--- src/design/stb_pkg.sv ---
// ----------------------------------------------------------------------------
// stb_pkg: shared types and constants of the stripe transition blend
// Holds the configuration register indexes, the per-component output select,
// the control bundle of the component mixer and the fixed blend constants.
// ----------------------------------------------------------------------------
package stb_pkg;

  // Width of the geometry configuration registers.
  localparam int CFG_W = 13;
  // Width of one pixel component.
  localparam int PIX_W = 8;
  // Number of components in a 4:4:4 pixel.
  localparam int NUM_COMP = 3;

  // Full blend weight; both weights of a blend add up to this value.
  localparam logic [PIX_W-1:0] WEIGHT_FULL = 8'd235;
  // Width of a weighted sum w0*a + w1*b, which never exceeds 235 * 255.
  localparam int SUM_W = 16;
  // Division by 235 as a multiply by ceil(2^24 / 235) and a right shift.
  // The result is exact for every sum below 2^24 / 139.
  localparam int DIV_SHIFT = 24;
  localparam int DIV_MULT_W = 17;
  localparam logic [DIV_MULT_W-1:0] DIV_MULT = 17'd71393;

  // Configuration register indexes.
  typedef enum logic [2:0] {
    REG_ROW_WIDTH     = 3'd0,
    REG_STRIPE_PERIOD = 3'd1,
    REG_STRIPE_WIDTH  = 3'd2,
    REG_OPACITY       = 3'd3,
    REG_MODE          = 3'd4
  } stb_cfg_reg_e;

  // Blend modes.
  typedef enum logic {
    MODE_BLEND     = 1'b0,
    MODE_COPY_LUMA = 1'b1
  } stb_mode_e;

  // Source of one output component.
  typedef enum logic [1:0] {
    SEL_A   = 2'd0,
    SEL_B   = 2'd1,
    SEL_MIX = 2'd2
  } stb_sel_e;

  // Control of one component mixer: stage enables and the output select.
  typedef struct packed {
    logic     en_mul;
    logic     en_div;
    stb_sel_e sel;
  } stb_mix_ctl_t;

endpackage

--- src/design/stripe_transition_blend.sv ---
// ----------------------------------------------------------------------------
// stripe_transition_blend: vertical stripe transition between two frames
// Pixel pairs of frame A and frame B arrive in raster order. Pixels inside
// the periodic vertical stripes are blended (mode 0) or take the luma of B
// (mode 1); every other pixel passes A through.
//
//   Channel  Direction  Carries
//   s_axis   in         tdata: A then B pixel (luma, cb, cr); tuser: frame start
//   m_axis   out        tdata: result pixel (luma, cb, cr)
//   cfg      in         write enable, register index, write data
//
// One pixel is accepted per clock while the pipeline has room. Each pixel
// passes three registered stages on its way to m_axis: a decision stage
// that reads the column counters, the weight multiply stage and the
// reciprocal divide stage. Each stage has its own valid bit and moves whenever
// the stage after it is free, so up to three results are buffered while m_axis stalls.
// Reset clears the counters, the valid bits and the registers to defaults.
// ----------------------------------------------------------------------------
module stripe_transition_blend
  import stb_pkg::*;
#(
  parameter int MAX_WIDTH = 4096
) (
  input  logic             clk_i,
  input  logic             rst_ni,
  // Configuration write port.
  input  logic             cfg_we_i,
  input  logic [2:0]       cfg_idx_i,
  input  logic [CFG_W-1:0] cfg_wdata_i,
  // Input pixel pair stream.
  input  logic             s_axis_tvalid,
  output logic             s_axis_tready,
  // Fields from bit 0: a_luma, a_cb, a_cr, b_luma, b_cb, b_cr.
  input  logic [47:0]      s_axis_tdata,
  // Fields from bit 0: start_of_frame.
  input  logic [0:0]       s_axis_tuser,
  // Result pixel stream.
  output logic             m_axis_tvalid,
  input  logic             m_axis_tready,
  // Fields from bit 0: out_luma, out_cb, out_cr.
  output logic [23:0]      m_axis_tdata
);

  // Column counter width, and a width that holds every sum of geometry values.
  localparam int CW = $clog2(MAX_WIDTH);
  localparam int XW = ((CW > CFG_W) ? CW : CFG_W) + 2;
  localparam logic [XW-1:0] MAX_W_X = XW'(MAX_WIDTH);

  // --------------------------------------------------------------------------
  // Configuration registers
  // --------------------------------------------------------------------------
  logic [CFG_W-1:0] row_width_q, stripe_period_q, stripe_width_q;
  logic [PIX_W-1:0] opacity_q;
  stb_mode_e        mode_q;

  always_ff @(posedge clk_i or negedge rst_ni) begin
    if (!rst_ni) begin
      row_width_q     <= CFG_W'(640);
      stripe_period_q <= CFG_W'(3);
      stripe_width_q  <= CFG_W'(10);
      opacity_q       <= PIX_W'(150);
      mode_q          <= MODE_BLEND;
    end else if (cfg_we_i) begin
      unique case (cfg_idx_i)
        REG_ROW_WIDTH:     row_width_q     <= cfg_wdata_i;
        REG_STRIPE_PERIOD: stripe_period_q <= cfg_wdata_i;
        REG_STRIPE_WIDTH:  stripe_width_q  <= cfg_wdata_i;
        REG_OPACITY:       opacity_q       <= cfg_wdata_i[PIX_W-1:0];
        REG_MODE:          mode_q          <= stb_mode_e'(cfg_wdata_i[0]);
        default: ;
      endcase
    end
  end

  // --------------------------------------------------------------------------
  // Effective geometry and weights
  // --------------------------------------------------------------------------
  logic [XW-1:0]    rw_raw, rw_eff;
  logic [CFG_W-1:0] per_eff, sw_eff;
  logic [PIX_W-1:0] w0, w1;

  assign rw_raw = XW'(row_width_q);

  // A row width of zero acts as one, and widths above the maximum are clamped.
  always_comb begin
    priority if (rw_raw == '0) begin
      rw_eff = XW'(1);
    end else if (rw_raw > MAX_W_X) begin
      rw_eff = MAX_W_X;
    end else begin
      rw_eff = rw_raw;
    end
  end

  // A zero period acts as one; a stripe wider than the period gets period - 1.
  assign per_eff = (stripe_period_q == '0) ? CFG_W'(1) : stripe_period_q;
  assign sw_eff  = (per_eff < stripe_width_q) ? (per_eff - CFG_W'(1)) : stripe_width_q;

  assign w1 = (opacity_q > WEIGHT_FULL) ? WEIGHT_FULL : opacity_q;
  assign w0 = WEIGHT_FULL - w1;

  // --------------------------------------------------------------------------
  // Handshake and stage enables
  // --------------------------------------------------------------------------
  logic v1_q, v2_q, vo_q;
  logic en_o, en2, en1;
  logic s_accept;

  assign en_o     = !vo_q || m_axis_tready;
  assign en2      = !v2_q || en_o;
  assign en1      = !v1_q || en2;
  assign s_accept = s_axis_tvalid && en1;

  assign s_axis_tready = en1;
  assign m_axis_tvalid = vo_q;

  always_ff @(posedge clk_i or negedge rst_ni) begin
    if (!rst_ni) begin
      v1_q <= 1'b0;
      v2_q <= 1'b0;
      vo_q <= 1'b0;
    end else begin
      if (en1) begin
        v1_q <= s_axis_tvalid;
      end
      if (en2) begin
        v2_q <= v1_q;
      end
      if (en_o) begin
        vo_q <= v2_q;
      end
    end
  end

  // --------------------------------------------------------------------------
  // Column, phase and stripe start counters
  // --------------------------------------------------------------------------
  // The phase never runs ahead of the column, and the stripe start plus the
  // phase never exceeds the column, so all three fit the column width.
  logic [CW-1:0] column_q, phase_q, stripe_start_q;
  logic [CW-1:0] column_d, phase_d, stripe_start_d;
  logic [CW-1:0] col_cur, phase_cur, ss_cur;
  logic          sof;
  logic [XW-1:0] col_inc, phase_inc;
  logic          row_wrap, period_done;
  logic          in_stripe, in_bound;

  assign sof       = s_axis_tuser[0];
  // The frame start pixel is column zero whatever the counters hold.
  assign col_cur   = sof ? '0 : column_q;
  assign phase_cur = sof ? '0 : phase_q;
  assign ss_cur    = sof ? '0 : stripe_start_q;

  assign col_inc     = XW'(col_cur) + XW'(1);
  assign phase_inc   = XW'(phase_cur) + XW'(1);
  assign row_wrap    = (col_inc >= rw_eff) || (col_inc >= MAX_W_X);
  assign period_done = phase_inc >= XW'(per_eff);

  always_comb begin
    column_d       = col_cur;
    phase_d        = phase_cur;
    stripe_start_d = ss_cur;
    if (row_wrap) begin
      column_d       = '0;
      phase_d        = '0;
      stripe_start_d = '0;
    end else begin
      column_d = col_inc[CW-1:0];
      if (period_done) begin
        phase_d        = '0;
        stripe_start_d = CW'(XW'(ss_cur) + XW'(per_eff));
      end else begin
        phase_d = phase_inc[CW-1:0];
      end
    end
  end

  always_ff @(posedge clk_i or negedge rst_ni) begin
    if (!rst_ni) begin
      column_q       <= '0;
      phase_q        <= '0;
      stripe_start_q <= '0;
    end else if (s_accept) begin
      column_q       <= column_d;
      phase_q        <= phase_d;
      stripe_start_q <= stripe_start_d;
    end
  end

  // --------------------------------------------------------------------------
  // Decision stage
  // --------------------------------------------------------------------------
  // Blending stops for stripes whose next period would run past the row end.
  assign in_stripe = XW'(phase_cur) < XW'(sw_eff);
  assign in_bound  = (XW'(ss_cur) + XW'(sw_eff) + XW'(per_eff)) < rw_eff;

  stb_sel_e sel_luma_d, sel_chroma_d;
  stb_sel_e sel_luma_q, sel_chroma_q;

  always_comb begin
    sel_luma_d   = SEL_A;
    sel_chroma_d = SEL_A;
    if (in_stripe) begin
      unique case (mode_q)
        MODE_BLEND: begin
          if (in_bound) begin
            sel_luma_d   = SEL_MIX;
            sel_chroma_d = SEL_MIX;
          end
        end
        MODE_COPY_LUMA: begin
          sel_luma_d = SEL_B;
        end
        default: ;
      endcase
    end
  end

  logic [NUM_COMP-1:0][PIX_W-1:0] pix_a_q, pix_b_q;

  always_ff @(posedge clk_i) begin
    if (s_accept) begin
      pix_a_q      <= s_axis_tdata[23:0];
      pix_b_q      <= s_axis_tdata[47:24];
      sel_luma_q   <= sel_luma_d;
      sel_chroma_q <= sel_chroma_d;
    end
  end

  // --------------------------------------------------------------------------
  // Multiply and divide stages, one mixer per component
  // --------------------------------------------------------------------------
  logic [NUM_COMP-1:0][PIX_W-1:0] q_comp;

  for (genvar c = 0; c < NUM_COMP; c++) begin : g_comp
    stb_mix_ctl_t ctl;

    assign ctl.en_mul = en2 && v1_q;
    assign ctl.en_div = en_o && v2_q;
    assign ctl.sel    = (c == 0) ? sel_luma_q : sel_chroma_q;

    stb_mix u_mix (
      .clk_i (clk_i),
      .ctl_i (ctl),
      .a_i   (pix_a_q[c]),
      .b_i   (pix_b_q[c]),
      .w0_i  (w0),
      .w1_i  (w1),
      .q_o   (q_comp[c])
    );
  end

  assign m_axis_tdata = q_comp;

endmodule

--- src/design/stb_mix.sv ---
// ----------------------------------------------------------------------------
// stb_mix: two-stage weighted mix of one pixel component
// The first stage forms w0*a + w1*b, the second divides by the full weight
// through a reciprocal multiply and selects between A, B and the mix.
// ----------------------------------------------------------------------------
module stb_mix
  import stb_pkg::*;
(
  input  logic             clk_i,
  input  stb_mix_ctl_t     ctl_i,
  input  logic [PIX_W-1:0] a_i,
  input  logic [PIX_W-1:0] b_i,
  input  logic [PIX_W-1:0] w0_i,
  input  logic [PIX_W-1:0] w1_i,
  output logic [PIX_W-1:0] q_o
);

  localparam int PROD_W = SUM_W + DIV_MULT_W;

  logic [SUM_W-1:0]  sum_d, sum_q;
  logic [PIX_W-1:0]  a_q, b_q;
  stb_sel_e          sel_q;
  logic [PROD_W-1:0] prod;
  logic [PIX_W-1:0]  quot;
  logic [PIX_W-1:0]  q_d, q_q;

  assign sum_d = SUM_W'(w0_i) * SUM_W'(a_i) + SUM_W'(w1_i) * SUM_W'(b_i);

  always_ff @(posedge clk_i) begin
    if (ctl_i.en_mul) begin
      sum_q <= sum_d;
      a_q   <= a_i;
      b_q   <= b_i;
      sel_q <= ctl_i.sel;
    end
  end

  assign prod = PROD_W'(sum_q) * PROD_W'(DIV_MULT);
  assign quot = prod[DIV_SHIFT +: PIX_W];

  always_comb begin
    unique case (sel_q)
      SEL_MIX: q_d = quot;
      SEL_B:   q_d = b_q;
      default: q_d = a_q;
    endcase
  end

  always_ff @(posedge clk_i) begin
    if (ctl_i.en_div) begin
      q_q <= q_d;
    end
  end

  assign q_o = q_q;

endmodule

--- config.mk ---
export PLATFORM = sky130hd
export DESIGN_NAME = stripe_transition_blend
export DESIGN_NICKNAME = d
export VERILOG_FILES = /design/src/design/stb_pkg.sv /design/src/design/stripe_transition_blend.sv /design/src/design/stb_mix.sv
export SDC_FILE = /design/constraint.sdc
export NUM_CORES = 2
export LEC_CHECK = 0
export BUFFER_PORTS_ARGS = -buffer_cell sky130_fd_sc_hd__buf_4
export CAP_MARGIN = 10
export CORE_MARGIN = 2
export CORE_UTILIZATION = 45
export CTS_BUF_LIST = sky130_fd_sc_hd__clkbuf_16
export CTS_CLUSTER_DIAMETER = 60
export DETAILED_ROUTE_END_ITERATION = 8
export PLACE_DENSITY = 0.63
export SYNTH_ARGS = -nofsm -noshare
export SYNTH_HDL_FRONTEND = slang
export SYNTH_SLANG_ARGS = --single-unit
--- constraint.sdc ---
create_clock -name clk_i -period 11.95 [get_ports clk_i]
set_input_delay 0.5975 -clock clk_i [delete_from_list [all_inputs] [get_ports clk_i]]
set_output_delay 0.5975 -clock clk_i [all_outputs]
set_load 0.005 [all_outputs]
==> results by group <==
Floorplan
  • Die height: 286 um
  • Core area: approximately 0.079 mm^2
  • I/O pins: 96
  • Die ar.: slightly above 0.08 mm^2
  • Starting Density: 0.454
  • Die Span X: 286 um
  • Site row count: 103

Routing
  • Met3 WL post-DR: 2780 um
  • DRT iter0 DRCs: 997
  • WL final: 77600 um
  • Antenna Nets Post-Route: 0
  • Wire length per cell: 16.8 um
  • Vias per std cell: around 5.1
  • Routed wl met2: 37100 um
  • Via count: 23400
  • Metal-1 WL: ~36000 um
  • Uppermost layer routed: met4
  • First-pass DRT Iterations: 7
  • Residual DRC count: 0

Worst setup path
  • Crit-path max cell delay: 0.85 ns
  • CP delay by family, top: adder cells
  • Crit start category: flop
  • Reg-to-reg slack, setup: 3.78 ns
  • Crit. End Element: flop
  • Slowest CP cell: dfstp_2
  • Worst Path Buf+Inv: 5
  • CP required: 12.25 ns
  • Crit path DAT: 8.48 ns
  • Most common cell on crit path: fa_1
  • Critical path class: flop to flop
  • CP max FO: 49

Clock tree
  • CTS root buf: clkbuf_16
  • Post_cts resized: 0
  • Longest Clk Path Bufs: 3
  • Clk Latency, worst-skew pair: just under 0.6 ns
  • CTS sink count: between 200 and 250
  • CTS H-tree lvls: 2
  • CTS tree: yes
  • Hold bufs inserted after CTS: 1
  • Clock slew seen by the registers of the worst setup and hold paths: 0.06 ns
  • Num CTS Buffers: 37
  • Setup Fix Bufs, Post-CTS: 0

Timing
  • Tmin final: 8.17 ns
  • Crit share post-route: 0.684
  • Finish-stage setup viols: 0
  • Worst Tran Pin Value: 1.17 ns
  • Worst setup margin: 3.78 ns
  • Setup TNS: 0 ns
  • Unrepaired setup endpoints after global routing: no
  • Max Fclk: 122 MHz
  • Relative slew slack: 0.221
  • Skew final: 0.0426 ns
  • Final Max Tran Viols: 0
  • Final hold vios: 0

Cells and area
  • Layout cells sized above 1: 0.0717
  • N_diodes: 0
  • Post-Layout Cell Count: 4632
  • P&R area growth vs syn: 8.98%
  • Final instance area: 0.0391 mm^2
  • Commonest non-fill, non-tap cells in the layout: inv_1 (733), ha_1 (622), fa_1 (518)
  • Most common cell after layout, fill and taps aside: inv_1
  • Fin nets: 4764

Yosys
  • Synth unique cells: 77
  • Post-synthesis sequential area ratio: 0.192
  • Synth warn: 0
  • Top FF cell, synth: edfxtp_1
  • Number of synthesized flops with an enable pin: 156
  • Cells after Synth: 3469
  • Synth Cell Area: roughly 0.036 mm^2
  • Mean Syn Cell Area: 10.3 um^2
  • #FFs+latches synth: 243
  • Ys async rst share: 0.358

Global route
  • Initial antenna violation count: 1
  • All-layer global routing usage: 0.200
  • Vias in the first global route: around 25000
  • Largest net degree at the start of global routing: 74
  • First-pass GRT wire length: 130000 um
  • Gr ovfl total: 0

Place
  • Port-buffer cells: 95
  • Inst Count DP: between 4000 and 5000
  • DP HPWL: 62800 um
  • Pre-CTS setup slack: about 3.8 ns
  • Routability Congestion: 0.853
  • Placed inst area: 0.0379 mm^2

Status
  • Outcome: completed

Worst hold path
  • Tightest Hold Check Type: input port to flop

Job
  • Max_cap viols: 0
==> registers in the layout (all words and copies together), names as in the netlist, 2 cells and up <==
register	flops
g_comp.u_mix.b_q	8
phase_q	12
column_q	12
stripe_width_q	13
g_comp.u_mix.a_q	24
g_comp.u_mix.q_o	24
g_comp.u_mix.sel_q	2
stripe_start_q	12
g_comp.u_mix.sum_q	48
pix_b_q	24
opacity_q	8
pix_a_q	24
row_width_q	13
stripe_period_q	13
==> cells in the mapped netlist (all sizes together), types with 22 or more instances <==
cell | n | share of area
a21o | 43 | 0.0090
a21oi | 92 | 0.013
edfxtp | 156 | 0.13
nor2 | 75 | 0.0083
nand2 | 242 | 0.025
nand2b | 36 | 0.0063
xor2 | 39 | 0.0095
xnor2 | 86 | 0.021
dfrtp | 77 | 0.054
and2 | 258 | 0.045
nor3 | 22 | 0.0031
o21ai | 87 | 0.012
nand3 | 27 | 0.0038
clkbuf | 67 | 0.0070
ha | 622 | 0.22
nor2b | 50 | 0.0087
fa | 518 | 0.29
mux2 | 38 | 0.012
inv | 733 | 0.077
==> cell families after synthesis <==
family,share of synthesized area
buffers and inverters,0.0848
other,0.000105
adder cells (fa/ha/maj),0.506
AO/OA/AOI/OAI,0.0607
XOR/XNOR,0.0305
multiplexers,0.0142
flip-flops,0.192
AND/OR/NAND/NOR,0.112
==> final cells by class <==
class,instances,area (um^2)
Clock inverter,30,294
Timing Repair Buffer,119,896
Inverter,733,2750
Sequential cell,243,6870
Fill cell,7273,39900
Clock buffer,37,926
Tap cell,1050,1310
Multi-Input combinational cell,2420,26000
==> path summary, 6_finish.rpt <==
kind | startpoint | to | cells past startpoint
setup / recovery | opacity_q[7]$_DFFE_PN1P_ | g_comp[1].u_mix.sum_q[15]$_DFFE_PP_ | 25
hold / removal | s_axis_tdata[29] | pix_b_q[5]$_DFFE_PP_ | 1
setup reg to reg | opacity_q[7]$_DFFE_PN1P_ | g_comp[1].u_mix.sum_q[15]$_DFFE_PP_ | 25
hold reg to reg | sel_luma_q[0]$_SDFFCE_PP0P_ | g_comp[0].u_mix.sel_q[0]$_DFFE_PP_ | 0
max in group asynchronous | rst_ni | column_q[1]$_DFFE_PN0P_ | 3
min in group asynchronous | rst_ni | stripe_start_q[4]$_DFFE_PN0P_ | 2
==> worst register-to-register path, delay by kind of cell (launching register included) <==
| family | cells | cell delay (ns) |
|---|---|---|
| flip-flops | 1 | 0.85 |
| AO/OA/AOI/OAI | 7 | 1.56 |
| AND/OR/NAND/NOR | 3 | 0.61 |
| adder cells (fa/ha/maj) | 8 | 3.66 |
| XOR/XNOR | 2 | 0.46 |
| buffers and inverters | 5 | 0.74 |
==> metal layers <==
layer / vias to the layer above / global-route usage
li1: 11300 / -
met1: 11700 / 0.280
met2: 345 / 0.335
met3: 85 / 0.0212
met4: 0 / 0.0501
met5: - / 0
==> through the flow <==
stage / util / hold slack (ns)
3_3_place_gp: 0.479 / 0.403
4_1_cts: 0.495 / 0.155
2_1_floorplan: - / 0.302
3_5_place_dp: 0.479 / 0.405
6_report: 0.495 / 0.186
5_1_grt: 0.495 / 0.168
Power is left out: the tool's default activity adds up to more than one toggle a clock period on the data nets, which glitch-free logic cannot reach.
